### src/rtl/bpa_pkg.sv
package bpa_pkg;

    // fixed field widths
    localparam int ADDR_W    = 48;
    localparam int START_W   = ADDR_W + 1;
    localparam int BASE_W    = 36;
    localparam int PFN_W     = BASE_W + 1;
    localparam int COUNT_W   = 13;
    localparam int ORD_W     = 6;
    localparam int TAG_W     = ORD_W + 1;
    localparam int FREE_POS  = ORD_W;

    // defaults for the top-level parameters
    localparam int DEF_POOL_PAGES      = 4096;
    localparam int DEF_MAX_ORDER_COUNT = 32;
    localparam int DEF_PAGE_SHIFT      = 12;

    // configuration port
    localparam int CFG_IDX_W  = 1;
    localparam int CFG_DATA_W = BASE_W;
    localparam logic [CFG_IDX_W-1:0] CFG_POOL_BASE  = 1'd0;
    localparam logic [CFG_IDX_W-1:0] CFG_POOL_COUNT = 1'd1;

    // request kinds
    localparam logic [1:0] REQ_ALLOC = 2'd0;
    localparam logic [1:0] REQ_FREE  = 2'd1;
    localparam logic [1:0] REQ_ADD   = 2'd2;

    // result status
    localparam logic [1:0] ST_DONE      = 2'd0;
    localparam logic [1:0] ST_TOO_LARGE = 2'd1;
    localparam logic [1:0] ST_NO_BLOCK  = 2'd2;
    localparam logic [1:0] ST_IGNORED   = 2'd3;

    // datapath operations
    localparam int OP_W = 5;
    localparam logic [OP_W-1:0] OP_NOP       = 5'd0;
    localparam logic [OP_W-1:0] OP_CLEAR     = 5'd1;
    localparam logic [OP_W-1:0] OP_LOAD      = 5'd2;
    localparam logic [OP_W-1:0] OP_A_ORDER   = 5'd3;
    localparam logic [OP_W-1:0] OP_A_PICK    = 5'd4;
    localparam logic [OP_W-1:0] OP_A_POP     = 5'd5;
    localparam logic [OP_W-1:0] OP_A_SPLIT   = 5'd6;
    localparam logic [OP_W-1:0] OP_A_DONE    = 5'd7;
    localparam logic [OP_W-1:0] OP_F_LOOK    = 5'd8;
    localparam logic [OP_W-1:0] OP_F_TAG     = 5'd9;
    localparam logic [OP_W-1:0] OP_F_BUDDY   = 5'd10;
    localparam logic [OP_W-1:0] OP_RM_START  = 5'd11;
    localparam logic [OP_W-1:0] OP_RM_READ   = 5'd12;
    localparam logic [OP_W-1:0] OP_RM_STEP   = 5'd13;
    localparam logic [OP_W-1:0] OP_RM_UNLINK = 5'd14;
    localparam logic [OP_W-1:0] OP_F_MERGE   = 5'd15;
    localparam logic [OP_W-1:0] OP_F_DONE    = 5'd16;
    localparam logic [OP_W-1:0] OP_D_EVAL    = 5'd17;
    localparam logic [OP_W-1:0] OP_D_STEP    = 5'd18;
    localparam logic [OP_W-1:0] OP_D_CAP     = 5'd19;
    localparam logic [OP_W-1:0] OP_D_SKIP    = 5'd20;
    localparam logic [OP_W-1:0] OP_D_PUT     = 5'd21;
    localparam logic [OP_W-1:0] OP_FINISH    = 5'd22;
    localparam logic [OP_W-1:0] OP_EMIT      = 5'd23;

    typedef struct packed {
        logic [1:0]        req_type;
        logic [ADDR_W-1:0] byte_count;
        logic [ADDR_W-1:0] block_address;
    } req_t;

    typedef struct packed {
        logic [1:0]        status;
        logic [ADDR_W-1:0] granted_address;
        logic [ORD_W-1:0]  granted_order;
    } res_t;

    typedef struct packed {
        logic [OP_W-1:0] op;
        logic [1:0]      code;
    } cmd_t;

    typedef struct packed {
        logic [1:0] kind;
        logic       clr_last;
        logic       too_large;
        logic       no_block;
        logic       split_more;
        logic       in_pool;
        logic       tag_bad;
        logic       merge_ok;
        logic       buddy_in;
        logic       tag_match;
        logic       mask_bit;
        logic       walk_live;
        logic       walk_hit;
        logic       add_more;
        logic       bit_small;
        logic       beyond;
        logic       skip;
        logic       out_free;
    } sts_t;

endpackage

### src/rtl/bpa_ctrl.sv
module bpa_ctrl
    import bpa_pkg::*;
(
    input  logic clk,
    input  logic rst_n,
    input  logic in_valid,
    output logic in_stall,
    input  sts_t sts,
    output cmd_t cmd
);

    localparam int SW = 5;
    localparam logic [SW-1:0] S_CLEAR   = 5'd0;
    localparam logic [SW-1:0] S_IDLE    = 5'd1;
    localparam logic [SW-1:0] S_KIND    = 5'd2;
    localparam logic [SW-1:0] S_A_CHK   = 5'd3;
    localparam logic [SW-1:0] S_A_POP   = 5'd4;
    localparam logic [SW-1:0] S_A_SPLIT = 5'd5;
    localparam logic [SW-1:0] S_F_TAG   = 5'd6;
    localparam logic [SW-1:0] S_F_LOOP  = 5'd7;
    localparam logic [SW-1:0] S_F_CHK   = 5'd8;
    localparam logic [SW-1:0] S_RM_RD   = 5'd9;
    localparam logic [SW-1:0] S_RM_CHK  = 5'd10;
    localparam logic [SW-1:0] S_F_MERGE = 5'd11;
    localparam logic [SW-1:0] S_D_LOOP  = 5'd12;
    localparam logic [SW-1:0] S_D_CHK   = 5'd13;
    localparam logic [SW-1:0] S_D_PUT   = 5'd14;
    localparam logic [SW-1:0] S_OUT     = 5'd15;

    logic [SW-1:0] state_reg, state_next;

    always_ff @(posedge clk or negedge rst_n)
    begin
        if (!rst_n)
        begin
            state_reg <= S_CLEAR;
        end
        else
        begin
            state_reg <= state_next;
        end
    end

    always_comb
    begin
        state_next = state_reg;
        cmd.op     = OP_NOP;
        cmd.code   = ST_DONE;
        unique case (state_reg)
            S_CLEAR:
            begin
                cmd.op = OP_CLEAR;
                if (sts.clr_last)
                begin
                    state_next = S_IDLE;
                end
            end
            S_IDLE:
            begin
                if (in_valid)
                begin
                    cmd.op     = OP_LOAD;
                    state_next = S_KIND;
                end
            end
            S_KIND:
            begin
                unique case (sts.kind)
                    REQ_ALLOC:
                    begin
                        cmd.op     = OP_A_ORDER;
                        state_next = S_A_CHK;
                    end
                    REQ_FREE:
                    begin
                        cmd.op     = OP_F_LOOK;
                        state_next = S_F_TAG;
                    end
                    REQ_ADD:
                    begin
                        state_next = S_D_LOOP;
                    end
                    default:
                    begin
                        cmd.op     = OP_FINISH;
                        cmd.code   = ST_IGNORED;
                        state_next = S_OUT;
                    end
                endcase
            end
            S_A_CHK:
            begin
                if (sts.too_large)
                begin
                    cmd.op     = OP_FINISH;
                    cmd.code   = ST_TOO_LARGE;
                    state_next = S_OUT;
                end
                else
                begin
                    cmd.op     = OP_A_PICK;
                    state_next = S_A_POP;
                end
            end
            S_A_POP:
            begin
                if (sts.no_block)
                begin
                    cmd.op     = OP_FINISH;
                    cmd.code   = ST_NO_BLOCK;
                    state_next = S_OUT;
                end
                else
                begin
                    cmd.op     = OP_A_POP;
                    state_next = S_A_SPLIT;
                end
            end
            S_A_SPLIT:
            begin
                if (sts.split_more)
                begin
                    cmd.op = OP_A_SPLIT;
                end
                else
                begin
                    cmd.op     = OP_A_DONE;
                    state_next = S_OUT;
                end
            end
            S_F_TAG:
            begin
                if (!sts.in_pool || sts.tag_bad)
                begin
                    cmd.op     = OP_FINISH;
                    cmd.code   = ST_IGNORED;
                    state_next = S_OUT;
                end
                else
                begin
                    cmd.op     = OP_F_TAG;
                    state_next = S_F_LOOP;
                end
            end
            S_F_LOOP:
            begin
                if (sts.merge_ok)
                begin
                    cmd.op     = OP_F_BUDDY;
                    state_next = S_F_CHK;
                end
                else
                begin
                    cmd.op     = OP_F_DONE;
                    state_next = S_OUT;
                end
            end
            S_F_CHK:
            begin
                if (sts.buddy_in && sts.tag_match && sts.mask_bit)
                begin
                    cmd.op     = OP_RM_START;
                    state_next = S_RM_RD;
                end
                else
                begin
                    cmd.op     = OP_F_DONE;
                    state_next = S_OUT;
                end
            end
            S_RM_RD:
            begin
                if (sts.walk_live)
                begin
                    cmd.op     = OP_RM_READ;
                    state_next = S_RM_CHK;
                end
                else
                begin
                    cmd.op     = OP_F_DONE;
                    state_next = S_OUT;
                end
            end
            S_RM_CHK:
            begin
                if (sts.walk_hit)
                begin
                    cmd.op     = OP_RM_UNLINK;
                    state_next = S_F_MERGE;
                end
                else
                begin
                    cmd.op     = OP_RM_STEP;
                    state_next = S_RM_RD;
                end
            end
            S_F_MERGE:
            begin
                cmd.op     = OP_F_MERGE;
                state_next = S_F_LOOP;
            end
            S_D_LOOP:
            begin
                if (sts.add_more)
                begin
                    cmd.op     = OP_D_EVAL;
                    state_next = S_D_CHK;
                end
                else
                begin
                    cmd.op     = OP_FINISH;
                    state_next = S_OUT;
                end
            end
            S_D_CHK:
            begin
                if (sts.bit_small)
                begin
                    cmd.op     = OP_D_STEP;
                    state_next = S_D_LOOP;
                end
                else if (sts.beyond)
                begin
                    cmd.op     = OP_FINISH;
                    state_next = S_OUT;
                end
                else
                begin
                    cmd.op     = OP_D_CAP;
                    state_next = S_D_PUT;
                end
            end
            S_D_PUT:
            begin
                cmd.op     = sts.skip ? OP_D_SKIP : OP_D_PUT;
                state_next = S_D_LOOP;
            end
            S_OUT:
            begin
                if (sts.out_free)
                begin
                    cmd.op     = OP_EMIT;
                    state_next = S_IDLE;
                end
            end
            default:
            begin
                state_next = S_IDLE;
            end
        endcase
    end

    assign in_stall = (state_reg != S_IDLE);

    a_accept_dispatch: assert property (@(posedge clk) disable iff (!rst_n)
        in_valid && !in_stall |=> state_reg == S_KIND)
        else $error("accepted item not dispatched");

endmodule

### config.mk
export PLATFORM = sky130hd
export DESIGN_NAME = bpa_ctrl
export DESIGN_NICKNAME = d
export VERILOG_FILES = /design/src/rtl/bpa_pkg.sv /design/src/rtl/bpa_ctrl.sv
export SDC_FILE = /design/constraint.sdc
export NUM_CORES = 1
export LEC_CHECK = 0
export BUFFER_PORTS_ARGS = -buffer_cell sky130_fd_sc_hd__buf_2
export CAP_MARGIN = 20
export CORE_AREA = 2 2 43 53
export CTS_CLUSTER_DIAMETER = 50
export DETAILED_ROUTE_END_ITERATION = 12
export DIE_AREA = 0 0 45 55
export PLACE_DENSITY_LB_ADDON = 0.05
export SYNTH_ARGS = -nofsm -noshare
export SYNTH_HDL_FRONTEND = slang
export SYNTH_SLANG_ARGS = --single-unit
### constraint.sdc
create_clock -name clk -period 2 [get_ports clk]
set_input_delay 0.3 -clock clk [delete_from_list [all_inputs] [get_ports clk]]
set_output_delay 0.3 -clock clk [all_outputs]
set_load 0.05 [all_outputs]
# Word level (Yosys, flattened, before mapping)
# Cells that the tools add are included.
totals:
  elab_cells: 68
  regBits: 5
op_classes:
  eq_ne: 22
  muxes: 37
  n_reduce_logical: 8
op_table:
  columns: ["operator", "count"]
  rows:
  - ["case mux 5 bit (16 select lines)", 2]
  - ["two-way mux 5 bit", 11]
  - ["equality test 5 x 4 -> 1 bit (second input constant)", 8]
  - ["equality test 5 x 3 -> 1 bit (second input constant)", 4]
  - ["two-way mux 3 bit", 6]
  - ["two-way mux 2 bit", 8]
  - ["case mux 5 bit (3 select lines)", 1]
  - ["two-way mux 4 bit", 3]
  - ["case mux 4 bit (3 select lines)", 1]
  - ["equality test 5 x 2 -> 1 bit (second input constant)", 2]
  - ["inequality test 2 bit (second input constant)", 4]
  - ["case mux 2 bit (4 select lines)", 1]
  - ["equality test 5 x 1 -> 1 bit (second input constant)", 1]
  - ["zero test 5 bit", 1]
  - ["inequality test 5 x 1 -> 1 bit (second input constant)", 1]
  - ["two-way mux 1 bit", 4]
  - ["AND reduction 4 bit", 1]
  - ["OR reduction 3 bit", 1]
  - ["equality test 2 x 1 -> 1 bit (second input constant)", 1]
  - ["equality test 2 bit (second input constant)", 1]
  - ["logical AND 1 bit", 2]
  - ["zero test 2 bit", 1]
  - ["zero test 1 bit", 1]
  - ["logical OR 1 bit", 1]

# Logic depth before layout (Yosys ltp)
logic_depth:
  word_depth: 4
  ltp_mapped: 7

# Worst setup path before layout
# Ideal clock, no wire load.
synth_timing:
  path_kind: "register to output"
  from: "register state_reg[0]"
  to: "output port cmd[5] in the netlist's numbering"
  path_buffers: 3
  required_ns: 1.700
  t_arrival_ns: 1.854
  path_slack_ns: -0.154
  path_stages_with_launch: 8
  cell_sequence: "dfrtp_1 buf_4 buf_2 clkbuf_1 nand2_1 nand2_1 a22oi_1 o211ai_1"
synth_rtl:
  columns: ["item", "line_no", "rtl"]
  rows:
  - ["start: declaration", "bpa_ctrl.sv:30", "logic [SW-1:0] state_reg, state_next;"]
  - ["start signal: assignment", "bpa_ctrl.sv:40", "state_reg <= state_next;"]
  - ["end: declaration", "bpa_ctrl.sv:9", "output cmd_t cmd"]

==> flow_summary.json <==
{
  "antenna_found_initial": 0,
  "synth_ff_type": "dfrtp_1",
  "die_x_um": 45,
  "vias_per_cell": 6.02,
  "grt-ovfl-total": 0,
  "reg2reg_from": "state_reg[3]",
  "vdd_ir_drop_max_mv": 1.28,
  "endpoint_kind": "output pin",
  "htree_levels": 1,
  "fin_cells": 225,
  "relSlewSlack_pct": 77.9,
  "clockRootBuffer": "clkbuf_4",
  "hp-class": "in2async",
  "worst_skew_pair.late_latency_ns": 0.25,
  "ys_seq_area_share_pct": 10.8,
  "grt_pass1_vias": 1265,
  "syn-num-nets": 170,
  "clockBufferDepth": 2,
  "post_drt_wl_per_cell_um": 16.3,
  "hpwl_um": 2580,
  "placed_cells": 212,
  "grt.total_usage_pct": 31.7,
  "max_cap_viol_count": 0,
  "numPortBuffers": 29,
  "final_layout_size_suffix_gt1_share_pct": 47.8,
  "cts_sinks": 4,
  "grt_setup_unrepaired": "yes",
  "finalMaxSlewViolations": 0,
  "initial_core_util_pct": 47.0,
  "p_per_area_mw_per_mm2": 1980,
  "grt_pass1_wl_um": 5660,
  "core_mm2": 0.00198,
  "cts_buffers": 3,
  "status": "complete, but fails checks",
  "remaining_drc_errors": 0,
  "reg2reg_to": "state_reg[0]",
  "finClkSkew_ns": 0.00784,
  "antenna_cells": 0,
  "rr_worst_depth": 8,
  "crit_type": "reg2out",
  "wl_um": 3660,
  "timing.final.crit_share_pct": 101,
  "path_clk_slew_ns": 0.05,
  "crit_arrival_ns": 1.73,
  "failed_checks": "setup timing",
  "power.static_leakage_nw": 0.740,
  "grt_start_max_net_pins": 24,
  "num_vias": 1354,
  "critical_path_required_ns": 1.70,
  "ff2ff_setup_slack_ns": 0.18,
  "syn_inst": 142,
  "path_max_fanout": 14,
  "area_delta_synth_final_pct": 68.7,
  "synth_edf_count": 0,
  "yosysWarningCount": 0,
  "rows": 18,
  "drt.antenna.violating_nets": 0,
  "synth.avg_cell_area_um2": 6.56,
  "finalCriticalPeriod_ns": 2.03,
  "worst_slew_pin_slew_ns": 0.328,
  "dp_slack_ns": -0.0175,
  "syn_area_um2": 931,
  "setup-tns-final_ns": -0.0450,
  "hold_viol": 0,
  "ys_seq_elements": 4,
  "start_kind": "flop",
  "gp_congestion": 0.917,
  "io_pins": 30,
  "async_reset_ff_share_pct": 100,
  "drtPass1Iterations": 4,
  "die_area_mm2": 0.00248,
  "synthDistinctLibCells": 44,
  "die_y_um": 55,
  "drt_iter0_markers": 68,
  "cts_tree": "done",
  "setup_ws_ns": -0.0295,
  "setup_viol": 2,
  "fmax_ghz": 0.493,
  "largest_register_ffs": 4,
  "final_nets": 235
}
[logic make-up after synthesis]
logic type / share of synthesized area [%]
simple gates: 39.8
compound gates: 32.5
buf+inv: 7.93
fa+ha+maj: 8.06
flops: 10.8
xor+xnor: 0.941
[stage by stage]
stage / util [%] / total power, W / hold slack (ns) / instance area [um^2]
2_1_floorplan: - / 0.00166 / 0.00441 / 942
3_3_place_gp: 65.7 / 0.00237 / 0.113 / 1300
3_5_place_dp: 65.7 / 0.00240 / 0.115 / 1300
4_1_cts: 75.6 / 0.00290 / 0.391 / 1500
5_1_grt: 79.2 / 0.00328 / 0.386 / 1570
6_report: 79.2 / 0.00311 / 0.389 / 1570
[power by group]
part / internal (W) / switching (W) / total [W]
combinational: 0.00124 / 0.00152 / 0.00276
clock: 0.0000678 / 0.0000433 / 0.000111
sequential: 0.000139 / 0.0000971 / 0.000236
total: 0.00145 / 0.00166 / 0.00311
[area by class of cell]
type | instances | area [um^2]
Multi-Input combinational cell | 123 | 876
Timing Repair Buffer | 70 | 523
Fill cell | 139 | 412
Sequential cell | 4 | 105
Tap cell | 20 | 25.0
Clock buffer | 3 | 22.5
Inverter | 5 | 18.8
[cells in the mapped netlist (all sizes together), types with 2 or more instances]
master	number	area (um^2)
inv	5	18.8
nor3b	2	15.0
a31oi	2	12.5
nand3	6	30.0
a22oi	2	15.0
nand2	23	88.8
o21ai	14	70.1
nor2b	12	75.1
nand2b	5	31.3
a32oi	2	17.5
dfrtp	4	100
o211ai	3	22.5
nand3b	2	15.0
ha	6	75.1
o22ai	3	18.8
a21oi	7	35.0
o31ai	3	22.5
buf	7	43.8
nor2	10	37.5
and3	2	12.5
and2	2	15.0
clkbuf	3	11.3
[repair_timing]
item / in CTS / in global routing
hold buffers: 1 / 0
resized for setup: 30 / 13
setup endpoints to repair: 7 / 7
hold endpoints to repair: 4 / 0
setup buffers: 6 / 3
pin swaps: 3 / 6
[worst max path at each step]
stage          endpoint  cells past startpoint         start
2_1_floorplan    cmd[5]                      7  state_reg[0]
3_3_place_gp     cmd[2]                      8       sts[17]
3_5_place_dp     cmd[2]                      8       sts[17]
4_1_cts          cmd[3]                      7  state_reg[3]
5_1_grt          cmd[3]                      7  state_reg[1]
6_report         cmd[4]                      7  state_reg[2]
[placed cells by master, fill, tap and decap left out, types with 2 or more instances in the layout]
cell type,synthesis,routed
nor2b_1,12,10
nand3b_1,2,2
nand2b_1,5,4
and3_1,2,2
nand2_2,1,2
nor3b_1,2,2
o21ai_0,13,13
a31oi_1,2,2
inv_1,5,4
nand3_1,6,5
clkbuf_4,0,3
ha_1,6,6
nor2_1,10,8
buf_6,1,8
buf_4,1,37
a22oi_1,2,2
o211ai_1,3,3
a21oi_1,7,5
buf_2,5,22
o22ai_1,3,2
o31ai_1,3,2
nand2_1,22,21
dfrtp_2,0,4
[layer usage]
layer	routed length, um	share of wire (%)	track usage [%]	vias up
met5	0	0	0	-
met4	38	1.0	10.8	0
met3	245	6.7	5.84	4
met2	1940	53	55.5	64
met1	1440	39	38.7	639
li1	-	-	-	647
[worst max-delay path, stage by stage, from the launching register on]
cell,delay [ns]
dfrtp_2,0.47
buf_6,0.18
nand2_1,0.09
buf_4,0.16
o22ai_2,0.21
a21oi_4,0.09
o2111ai_2,0.08
buf_6,0.19
Power figures use the tool's default switching activity.
